## src/hdl/crcfp_pkg.sv

```systemverilog
// ----------------------------------------------------------------------------
// crcfp_pkg
// Shared types, constants and the CRC-8 step for the framed serial parser.
// ----------------------------------------------------------------------------
package crcfp_pkg;

  // Framing bytes
  localparam logic [7:0] START_FIRST  = 8'hA5;
  localparam logic [7:0] START_SECOND = 8'h5A;
  localparam logic [7:0] CRC_POLY     = 8'h07;

  // Decoded frame kinds
  localparam logic [7:0] ID_BALL  = 8'h10;
  localparam logic [7:0] ID_ROD   = 8'h12;
  localparam logic [5:0] LEN_BALL = 6'd10;
  localparam logic [5:0] LEN_ROD  = 6'd8;

  // Only the first bytes of a payload are ever decoded
  localparam int unsigned STORE_KEEP = 10;

  // Event kinds
  localparam logic [2:0] KIND_GOOD    = 3'd0;
  localparam logic [2:0] KIND_BALL    = 3'd1;
  localparam logic [2:0] KIND_ROD     = 3'd2;
  localparam logic [2:0] KIND_CRC_ERR = 3'd3;
  localparam logic [2:0] KIND_LEN_ERR = 3'd4;

  // Result beat packed width: 139 bits of fields, padded to 144
  localparam int unsigned RES_BITS  = 139;
  localparam int unsigned TDATA_OUT = 144;

  typedef enum logic [2:0] {
    PH_HUNT0 = 3'd0,
    PH_HUNT1 = 3'd1,
    PH_ID    = 3'd2,
    PH_SEQ   = 3'd3,
    PH_LEN   = 3'd4,
    PH_BODY  = 3'd5,
    PH_CHECK = 3'd6
  } phase_t;

  // Declared from the highest field down so that packing puts
  // event_kind in the lowest bits.
  typedef struct packed {
    logic        [31:0] event_count;
    logic        [7:0]  flag_bits;
    logic        [7:0]  confidence;
    logic signed [15:0] value_d;
    logic        [15:0] value_c;
    logic signed [15:0] value_b;
    logic signed [15:0] value_a;
    logic        [7:0]  frame_length;
    logic        [7:0]  sequence_res;
    logic        [7:0]  message_id;
    logic        [2:0]  event_kind;
  } res_t;

  // MSB-first CRC-8, poly 0x07, one byte
  function automatic logic [7:0] crc8_step(input logic [7:0] acc, input logic [7:0] b);
    logic [7:0] c;
    c = acc ^ b;
    for (int k = 0; k < 8; k++) begin
      if (c[7]) begin
        c = {c[6:0], 1'b0} ^ CRC_POLY;
      end else begin
        c = {c[6:0], 1'b0};
      end
    end
    return c;
  endfunction

endpackage

```

## src/hdl/crcfp_parser.sv

```systemverilog
// ----------------------------------------------------------------------------
// crcfp_parser
// Frame state machine: start-pair hunt, header, payload capture, CRC check,
// event counters and field decode. One byte per accepted beat.
// ----------------------------------------------------------------------------
module crcfp_parser #(
  parameter int unsigned MAX_PAYLOAD = 32
) (
  input  logic          clk,
  input  logic          rst_n,
  input  logic          byte_accept,
  input  logic [7:0]    rx_byte,
  output logic          res_valid,
  output crcfp_pkg::res_t res
);
  import crcfp_pkg::*;

  localparam logic [7:0] MaxLen = 8'(MAX_PAYLOAD);

  phase_t      phase_r, phase_nxt;
  logic [7:0]  id_r, id_nxt;
  logic [7:0]  seq_r, seq_nxt;
  logic [5:0]  len_r, len_nxt;
  logic [5:0]  index_r, index_nxt;
  logic [7:0]  crc_r, crc_nxt;
  logic [31:0] good_cnt_r, good_cnt_nxt;
  logic [31:0] crc_cnt_r, crc_cnt_nxt;
  logic [31:0] len_cnt_r, len_cnt_nxt;
  logic [7:0]  store_r [STORE_KEEP];
  logic [7:0]  crc_upd;

  assign crc_upd = crc8_step(crc_r, rx_byte);

  always_ff @(posedge clk) begin
    if (!rst_n) begin
      phase_r    <= PH_HUNT0;
      id_r       <= '0;
      seq_r      <= '0;
      len_r      <= '0;
      index_r    <= '0;
      crc_r      <= '0;
      good_cnt_r <= '0;
      crc_cnt_r  <= '0;
      len_cnt_r  <= '0;
    end else begin
      phase_r    <= phase_nxt;
      id_r       <= id_nxt;
      seq_r      <= seq_nxt;
      len_r      <= len_nxt;
      index_r    <= index_nxt;
      crc_r      <= crc_nxt;
      good_cnt_r <= good_cnt_nxt;
      crc_cnt_r  <= crc_cnt_nxt;
      len_cnt_r  <= len_cnt_nxt;
    end
  end

  // Payload capture: only the decoded leading bytes are kept
  always_ff @(posedge clk) begin
    if (byte_accept && phase_r == PH_BODY) begin
      for (int i = 0; i < STORE_KEEP; i++) begin
        if (index_r == 6'(i)) begin
          store_r[i] <= rx_byte;
        end
      end
    end
  end

  always_comb begin
    phase_nxt    = phase_r;
    id_nxt       = id_r;
    seq_nxt      = seq_r;
    len_nxt      = len_r;
    index_nxt    = index_r;
    crc_nxt      = crc_r;
    good_cnt_nxt = good_cnt_r;
    crc_cnt_nxt  = crc_cnt_r;
    len_cnt_nxt  = len_cnt_r;
    res_valid    = 1'b0;
    res          = '0;
    if (byte_accept) begin
      case (phase_r)
        PH_HUNT0: begin
          if (rx_byte == START_FIRST) begin
            phase_nxt = PH_HUNT1;
          end
        end
        PH_HUNT1: begin
          phase_nxt = (rx_byte == START_SECOND) ? PH_ID : PH_HUNT0;
        end
        PH_ID: begin
          id_nxt    = rx_byte;
          crc_nxt   = crc8_step(8'h00, rx_byte);
          phase_nxt = PH_SEQ;
        end
        PH_SEQ: begin
          seq_nxt   = rx_byte;
          crc_nxt   = crc_upd;
          phase_nxt = PH_LEN;
        end
        PH_LEN: begin
          index_nxt = '0;
          crc_nxt   = crc_upd;
          if (rx_byte > MaxLen) begin
            len_cnt_nxt      = len_cnt_r + 32'd1;
            res_valid        = 1'b1;
            res.event_kind   = KIND_LEN_ERR;
            res.message_id   = id_r;
            res.sequence_res = seq_r;
            res.frame_length = rx_byte;
            res.event_count  = len_cnt_nxt;
            phase_nxt        = PH_HUNT0;
            id_nxt           = '0;
            seq_nxt          = '0;
            len_nxt          = '0;
            crc_nxt          = '0;
          end else begin
            len_nxt   = rx_byte[5:0];
            phase_nxt = (rx_byte[5:0] == 6'd0) ? PH_CHECK : PH_BODY;
          end
        end
        PH_BODY: begin
          index_nxt = index_r + 6'd1;
          crc_nxt   = crc_upd;
          if (index_nxt >= len_r) begin
            phase_nxt = PH_CHECK;
          end
        end
        PH_CHECK: begin
          res_valid        = 1'b1;
          res.message_id   = id_r;
          res.sequence_res = seq_r;
          res.frame_length = {2'b00, len_r};
          if (rx_byte != crc_r) begin
            crc_cnt_nxt     = crc_cnt_r + 32'd1;
            res.event_kind  = KIND_CRC_ERR;
            res.event_count = crc_cnt_nxt;
          end else begin
            good_cnt_nxt    = good_cnt_r + 32'd1;
            res.event_count = good_cnt_nxt;
            if (id_r == ID_BALL && len_r == LEN_BALL) begin
              res.event_kind = KIND_BALL;
              res.value_a    = {store_r[1], store_r[0]};
              res.value_b    = {store_r[3], store_r[2]};
              res.value_c    = {store_r[5], store_r[4]};
              res.value_d    = {store_r[7], store_r[6]};
              res.confidence = store_r[8];
              res.flag_bits  = store_r[9];
            end else if (id_r == ID_ROD && len_r == LEN_ROD) begin
              res.event_kind = KIND_ROD;
              res.value_a    = {store_r[1], store_r[0]};
              res.value_b    = {store_r[3], store_r[2]};
              res.value_c    = {store_r[5], store_r[4]};
              res.confidence = store_r[6];
              res.flag_bits  = store_r[7];
            end else begin
              res.event_kind = KIND_GOOD;
            end
          end
          phase_nxt = PH_HUNT0;
          id_nxt    = '0;
          seq_nxt   = '0;
          len_nxt   = '0;
          index_nxt = '0;
          crc_nxt   = '0;
        end
        default: begin
          // unused phase code: back to hunting, no event
          phase_nxt = PH_HUNT0;
          id_nxt    = '0;
          seq_nxt   = '0;
          len_nxt   = '0;
          index_nxt = '0;
          crc_nxt   = '0;
        end
      endcase
    end
  end

endmodule

```

## src/hdl/crc8_framed_serial_parser.sv

```systemverilog
// ----------------------------------------------------------------------------
// crc8_framed_serial_parser
// Serial framed packet parser with CRC-8 check and event output.
// ----------------------------------------------------------------------------
// Throughput: one byte beat per cycle while in_tready is high; parser logic
//   runs in the accept cycle. Each event is registered into out_r, or into
//   skid_r while out_* stalls. Output stage is a result register plus one
//   skid register; in_tready drops only while skid_r is occupied.
// Reset (rst_n low, synchronous): parser hunts for 0xA5, all three event
//   counters clear, output and skid registers empty.
// ----------------------------------------------------------------------------
module crc8_framed_serial_parser #(
  parameter int unsigned MAX_PAYLOAD = 32  // largest accepted length, 10..63
) (
  input  logic         clk,
  input  logic         rst_n,
  // input byte stream
  input  logic         in_tvalid,
  output logic         in_tready,
  input  logic [7:0]   in_tdata,   // [7:0] rx_byte
  // event stream
  output logic         out_tvalid,
  input  logic         out_tready,
  // [2:0] event_kind, [10:3] message_id, [18:11] sequence_res,
  // [26:19] frame_length, [42:27] value_a, [58:43] value_b,
  // [74:59] value_c, [90:75] value_d, [98:91] confidence,
  // [106:99] flag_bits, [138:107] event_count, [143:139] zero
  output logic [143:0] out_tdata
);
  import crcfp_pkg::*;

  logic byte_accept;
  logic res_valid;
  res_t res;

  // output register and skid register
  res_t out_r, out_nxt;
  res_t skid_r, skid_nxt;
  logic out_valid_r, out_valid_nxt;
  logic skid_valid_r, skid_valid_nxt;
  logic out_take;

  // ready depends only on skid occupancy, never on data
  assign in_tready   = !skid_valid_r;
  assign byte_accept = in_tvalid && in_tready;
  assign out_take    = out_valid_r && out_tready;

  crcfp_parser #(
    .MAX_PAYLOAD (MAX_PAYLOAD)
  ) u_parser (
    .clk         (clk),
    .rst_n       (rst_n),
    .byte_accept (byte_accept),
    .rx_byte     (in_tdata),
    .res_valid   (res_valid),
    .res         (res)
  );

  always_comb begin
    out_nxt        = out_r;
    skid_nxt       = skid_r;
    out_valid_nxt  = out_valid_r;
    skid_valid_nxt = skid_valid_r;
    if (!out_valid_r || out_take) begin
      // output slot free this cycle: skid drains first, keeps order
      if (skid_valid_r) begin
        out_nxt        = skid_r;
        out_valid_nxt  = 1'b1;
        skid_valid_nxt = 1'b0;
      end else begin
        out_nxt       = res;
        out_valid_nxt = res_valid;
      end
    end else if (res_valid) begin
      // output stalled: park new event in the skid register
      skid_nxt       = res;
      skid_valid_nxt = 1'b1;
    end
  end

  always_ff @(posedge clk) begin
    if (!rst_n) begin
      out_valid_r  <= 1'b0;
      skid_valid_r <= 1'b0;
    end else begin
      out_valid_r  <= out_valid_nxt;
      skid_valid_r <= skid_valid_nxt;
    end
  end

  always_ff @(posedge clk) begin
    out_r  <= out_nxt;
    skid_r <= skid_nxt;
  end

  assign out_tvalid = out_valid_r;
  assign out_tdata  = {(TDATA_OUT - RES_BITS)'(0), out_r};

endmodule

```

## config.mk

```make
export PLATFORM = sky130hd
export DESIGN_NAME = crc8_framed_serial_parser
export DESIGN_NICKNAME = d
export VERILOG_FILES = /design/src/hdl/crcfp_pkg.sv /design/src/hdl/crcfp_parser.sv /design/src/hdl/crc8_framed_serial_parser.sv
export SDC_FILE = /design/constraint.sdc
export NUM_CORES = 1
export LEC_CHECK = 0
export BUFFER_PORTS_ARGS = -buffer_cell sky130_fd_sc_hd__buf_2
export CAP_MARGIN = 20
export CORE_MARGIN = 1.5
export CORE_UTILIZATION = 25
export DETAILED_ROUTE_END_ITERATION = 12
export GPL_ROUTABILITY_DRIVEN = 0
export GPL_TIMING_DRIVEN = 0
export HOLD_SLACK_MARGIN = 0.03
export PLACE_DENSITY = 0.48
export SYNTH_ARGS = -nofsm -noshare
export SYNTH_HDL_FRONTEND = slang
export SYNTH_SLANG_ARGS = --single-unit
```

## constraint.sdc

```tcl
create_clock -name clk -period 11.8 [get_ports clk]
set_input_delay 0.59 -clock clk [delete_from_list [all_inputs] [get_ports clk]]
set_output_delay 0.59 -clock clk [all_outputs]
set_load 0.02 [all_outputs]
```

* Word level (Yosys, flattened, before mapping)
Memory sizes are Yosys's and may differ from the RTL's.
Cells that the tools add are included.
** Word-level totals
- Register bits after elaboration :: 415
- RAM bits :: 80
- Input port bits :: 12
- Output and inout bits :: 146
- Word-level logic and storage cells :: 249
- Memories :: 1
** Operators by class
- $add $sub $neg :: 4
- $lt $le $gt $ge :: 2
- Eq/ne operators :: 25
- Muxes and demuxes :: 122
- Bitwise operators :: 25
- Reductions and logical operators :: 37
** Memory list
- u_parser.store_r :: depth 10, width 8, read ports 10, clocked after Yosys merged registers in 0, write ports 1, line crcfp_parser.sv:29 : logic [7:0] store_r [STORE_KEEP];
** Operator list (count)
- two-way mux 139 bit :: 2
- two-way mux 8 bit :: 25
- two-way mux 80 bit :: 2
- adder 32 x 1 -> 32 bit (second input constant) :: 3
- two-way mux 48 bit :: 2
- OR reduction 8 bit :: 9
- two-way mux 32 bit :: 2
- case mux 32 bit (2 select lines) :: 1
- two-way mux 3 bit :: 20
- case mux 27 bit (2 select lines) :: 1
- two-way mux 16 bit :: 3
- NOT 3 bit :: 16
- case mux 8 bit (3 select lines) :: 2
- two-way mux 1 bit :: 42
- two-way mux 4 bit :: 9
- case mux 8 bit (4 select lines) :: 1
- two-way mux 27 bit :: 1
- == test 6 x 3 -> 1 bit (second input constant) :: 4
- == test 6 x 4 -> 1 bit (second input constant) :: 4
- case mux 6 bit (2 select lines) :: 2
- case mux 3 bit (6 select lines) :: 1
- AND reduction 3 bit :: 6
- == test 8 x 5 -> 1 bit (second input constant) :: 2
- == test 6 x 2 -> 1 bit (second input constant) :: 2
- 26 further kinds :: 53

* Logic depth before layout (Yosys ltp)
- Word-level depth :: 31
- Gate-level depth with buffers :: 12
- Gate-level depth less buffers :: 9

* Modules after synthesis
A second synthesis with hierarchy kept.
** Unflattened totals
- Cell total of the unflattened synthesis :: 1818
- Area, all modules :: 22914.5 um2
** Modules (own cells, without submodules)
- crcfp_parser :: times used 1, cells an instance 1369, area an instance 12438.2 um2, seq. area each 5104.9 um2
- crc8_framed_serial_parser :: times used 1, cells an instance 449, area an instance 10476.3 um2, seq. area each 8388.0 um2

* Worst setup path after synthesis
OpenSTA, ideal clock, no wires.
- Path kind :: input port to flip-flop
- Start :: input out_tready
- End :: register skid_r[0] (netlist name) (enable)
- Library setup time :: 1512 ps
- Arrival :: 10758 ps
- Setup slack :: -469 ps
- Stages :: 2
- Cells stage by stage :: nand2b_1 > nor2b_1
** On the way
- Cells in the longest elaborated chain, start to end :: 4
** Ends and longest elaborated chain
- start: declaration :: line crc8_framed_serial_parser.sv:23 : input logic out_tready,
- logical AND 1 bit :: line crc8_framed_serial_parser.sv:46 : assign out_take = out_valid_r && out_tready;
- logical OR 1 bit :: line crc8_framed_serial_parser.sv:64 : if (!out_valid_r || out_take) begin
- NOT 1 bit (no line)
- AND reduction 2 bit (no line)
- end signal: assignment :: line crc8_framed_serial_parser.sv:93 : skid_r <= skid_nxt;
- end: declaration :: line crc8_framed_serial_parser.sv:38 : res_t skid_r, skid_nxt;
Every way passes these cells.
A chain may end at the register's enable or synchronous reset.

* Worst setup path in the final report
- Start :: input in_tdata[2]
- End :: register skid_r[97] (netlist name) (enable)
** On the way
- Cells in the longest elaborated chain, start to end :: 5
** Ends and longest elaborated chain
- start: declaration :: line crc8_framed_serial_parser.sv:20 : input logic [7:0] in_tdata,
- greater-than comparator 8 x 6 -> 1 bit :: line crcfp_parser.sv:104 : if (rx_byte > MaxLen) begin
- two-way mux 1 bit :: line crcfp_parser.sv:104
- case mux 1 bit (2 select lines) :: line crcfp_parser.sv:82 : case (phase_r)
- two-way mux 1 bit :: line crcfp_parser.sv:81 : if (byte_accept) begin
- AND reduction 2 bit (no line)
Every way passes these cells.

==> metrics.csv <==
metric,value,unit
timing.final.crit_period,5.45,ns
vias,15200,
hold_class,input pin to flop,
grt_max_degree,69,
cts.sinks,495,
clock_skew,0.0409,ns
totalWireLength,63000,um
maxSlewHeadroom,0.229,
start_util,0.252,
clk_pin_slew,0.06,ns
syn_area,22300,sq um
port_buffers,151,
async_flop_share,0,
drc,0,
die_y,302,um
grt_pass1_wl,94600,um
ctsHoldBuffers,0,
power_frac_clock,0.466,
worstSetupEndpointType,flop,
design.portCount,158,
cp.depth,14,
reg2reg_slack,7.39,ns
combPwrFrac,0.017,
synth_top_area_share,0.482,
crit_arrival,5.73,ns
cp.required,12.08,ns
power,0.00357,W
finalSetupViolations,0,
final.period_utilization,0.462,
power.switching,0.000761,W
die-width,302,um
intPower,0.00281,W
cp_top_family,buffers and inverters,
cp_cell_sequence,buf_2 > clkbuf_1 > inv_1 > ha_1 > nor4bb_1 > a211oi_2 > nand2_1 > a21oi_1 > clkbuf_1 > nor2b_4 > buf_12 > buf_12 > buf_16 > buf_12,
cts_root_buffer,clkbuf_16,
cap_violations,0,
clockBufferDepth,3,
placed_area,24700,sq um
cts_tree,done,
cp-start-kind,input pin,
peakVddDrop,114,uV
synth.distinct_cells,79,
post-dp-hpwl,45900,um
cpMostUsedCell,buf_12,
preCtsSetupSlack,5.60,ns
ant_nets,0,
grt_use_total,0.136,
row_count,109,
crit_fanout,34,
ys_ff_latch,495,
syn_avg_cell_area,11.9,sq um
synth_cells,1875,
first_pass_iters,5,
cpPeakStageDelay,0.71,ns
slew_viol_final,0,
synthTopCellsByArea,"edfxtp_1 (48%), dfxtp_1 (12%), xnor2_1 (4.6%)",
status,finished clean,
grt_overflow,0,
whs,0.381,ns
ys.flop_type,edfxtp_1,
seqPwrFrac,0.517,
fin_ws,6.35,ns
crit_buf_inv,8,
final-hold-violation-count,0,
layout-drive-gt1-share,0.141,
dr.first_iter.drc_count,1022,
synth_enable_flop_cells,358,
synth.largest_area_cell,edfxtp_1,
antenna_found_initial,0,
post_drt_wl_per_cell,19.1,um
critical_path_class,input pin to flop,
cts_buffers,51,
leakage,10.5,nW
timing.fmax,0.184,GHz
ys_warn_count,0,
grt_pass1_vias,15000,
core_area,88400,sq um
final_nets,2130,
n_antenna_cell,0,
area_growth,18.5,%
htree_levels,2,
cts_resized,0,
tns,0,ns
ys_seq_area_frac,0.605,
die-area,91000,sq um
swShare,0.213,
final_area,26400,sq um
insertion_delay,0.63,ns
holdPathStages,2,
reg2reg_depth,10,
post-cts-setup-buffers,0,
rsz0062_at_grt,false,
viasPerCell,4.61,
power_density,135,nW/um^2
tightest_slew,1.16,ns
cp_slowest_cell,nor2b_4,
[path summary, 6_finish.rpt]
check	end	from
setup / recovery	skid_r[97]	in_tdata[2]
setup reg to reg	skid_r[97]	u_parser.phase_r[0]
hold reg to reg	u_parser.seq_r[1]	u_parser.seq_r[1]
hold / removal	u_parser.id_r[0]	rst_n
[flip-flops by register name (all words and copies together), names as in the netlist]
name,count
u_parser.len_cnt_r,32
u_parser.good_cnt_r,32
u_parser.crc_cnt_r,32
out_tdata,139
out_tvalid,1
u_parser.id_r,8
skid_r,139
skid_valid_r,1
u_parser.seq_r,8
u_parser.phase_r,3
u_parser.store_r,80
u_parser.crc_r,8
u_parser.index_r,6
u_parser.len_r,6
[final cells by class]
type / instances / area, sq um
multi-input cells: 1239 / 8240
fillers: 9037 / 61900
plain buffers: 117 / 495
inverters: 28 / 105
repair buffers: 160 / 938
flip-flops and latches: 495 / 13500
well taps: 1165 / 1460
clock inverters: 31 / 367
clock buffers: 64 / 1340
[per-stage QoR]
step,utilization,instances
after floorplan,-,1879
after global placement,0.278,3195
after detailed placement,0.280,3203
after CTS,0.299,3298
after global routing,0.299,3299
final,0.299,3299
[routing by layer]
layer / vias to the layer above / track usage / routed length [um]
li1: 7232 / - / -
met1: 7554 / 0.177 / 27600
met2: 327 / 0.237 / 31400
met3: 80 / 0.0182 / 2530
met4: 0 / 0.0373 / 1440
met5: - / 0 / 0
[cells in the mapped netlist (4+ instances only)]
cell	instances
inv_1	27
xor2_1	78
ha_1	26
a21boi_0	35
nor4_1	13
nand3b_1	6
o211ai_1	12
a22oi_1	43
mux2i_1	9
nand3_1	77
o21ai_0	34
or3_1	25
and3_1	36
and4_1	8
nand2_1	148
a22o_1	48
nor2_1	94
edfxtp_1	358
dfxtp_1	137
a222oi_1	4
nand4_1	37
clkbuf_1	83
buf_2	25
nand2b_1	7
and2_1	145
xnor2_1	117
a21o_1	71
buf_4	6
a21oi_1	15
or2_2	6
nor3_1	40
nor2b_1	24
a211o_1	6
[layout by cell type, fill, tap and decap left out, types with 5 or more instances in the layout]
master,n
nor2b_1,23
clkbuf_1,95
bufinv_16,6
a22o_1,48
clkinv_2,10
a22oi_1,43
a211o_1,6
nand4_1,37
and4_1,8
nand2_1,148
o211ai_1,12
or2_2,6
mux2i_1,9
nor2_1,94
and3_1,36
clkbuf_16,51
a21oi_1,15
clkinv_1,6
xor2_1,78
inv_1,27
ha_1,26
o21ai_0,34
nand3b_1,6
buf_2,177
buf_4,6
or3_1,25
nand2b_1,6
conb_1,5
a21boi_0,35
dfxtp_1,137
nand3_1,77
nor4_1,13
xnor2_1,117
a21o_1,71
and2_1,145
nor3_1,40
edfxtp_1,358
[cell families (layout without fill, tap and decap cells)]
| family | Yosys count | count (layout) | share of synthesized area |
|---|---|---|---|
| mux | 9 | 9 | 0.00404 |
| buf+inv | 145 | 400 | 0.0269 |
| fa+ha+maj | 26 | 26 | 0.0146 |
| other cells | 1 | 5 | 0.000168 |
| simple gates | 699 | 699 | 0.170 |
| compound gates | 304 | 304 | 0.102 |
| flops | 495 | 495 | 0.605 |
| xor+xnor | 196 | 196 | 0.0773 |
[power groups by stage]
| stage | logic [W] | clock network (W) | registers, W |
|---|---|---|---|
| CTS | 0.0000603 | 0.00172 | 0.00184 |
| detailed placement | 0.0000601 | 0 | 0.00188 |
| global placement | 0.0000597 | 0 | 0.00188 |
| global route | 0.0000647 | 0.00177 | 0.00184 |
| floorplan | 0.0000350 | 0 | 0.00188 |
| finish | 0.0000591 | 0.00166 | 0.00184 |
[worst reg2reg max path, delay by kind of cell (launching register included)]
family / cells / cell delay (ns)
buffers and inverters: 6 / 1.52
AOI/OAI and AO/OA: 2 / 1.25
DFF: 1 / 0.31
and+or+nand+nor: 2 / 0.96
Power figures use the tool's default switching activity.
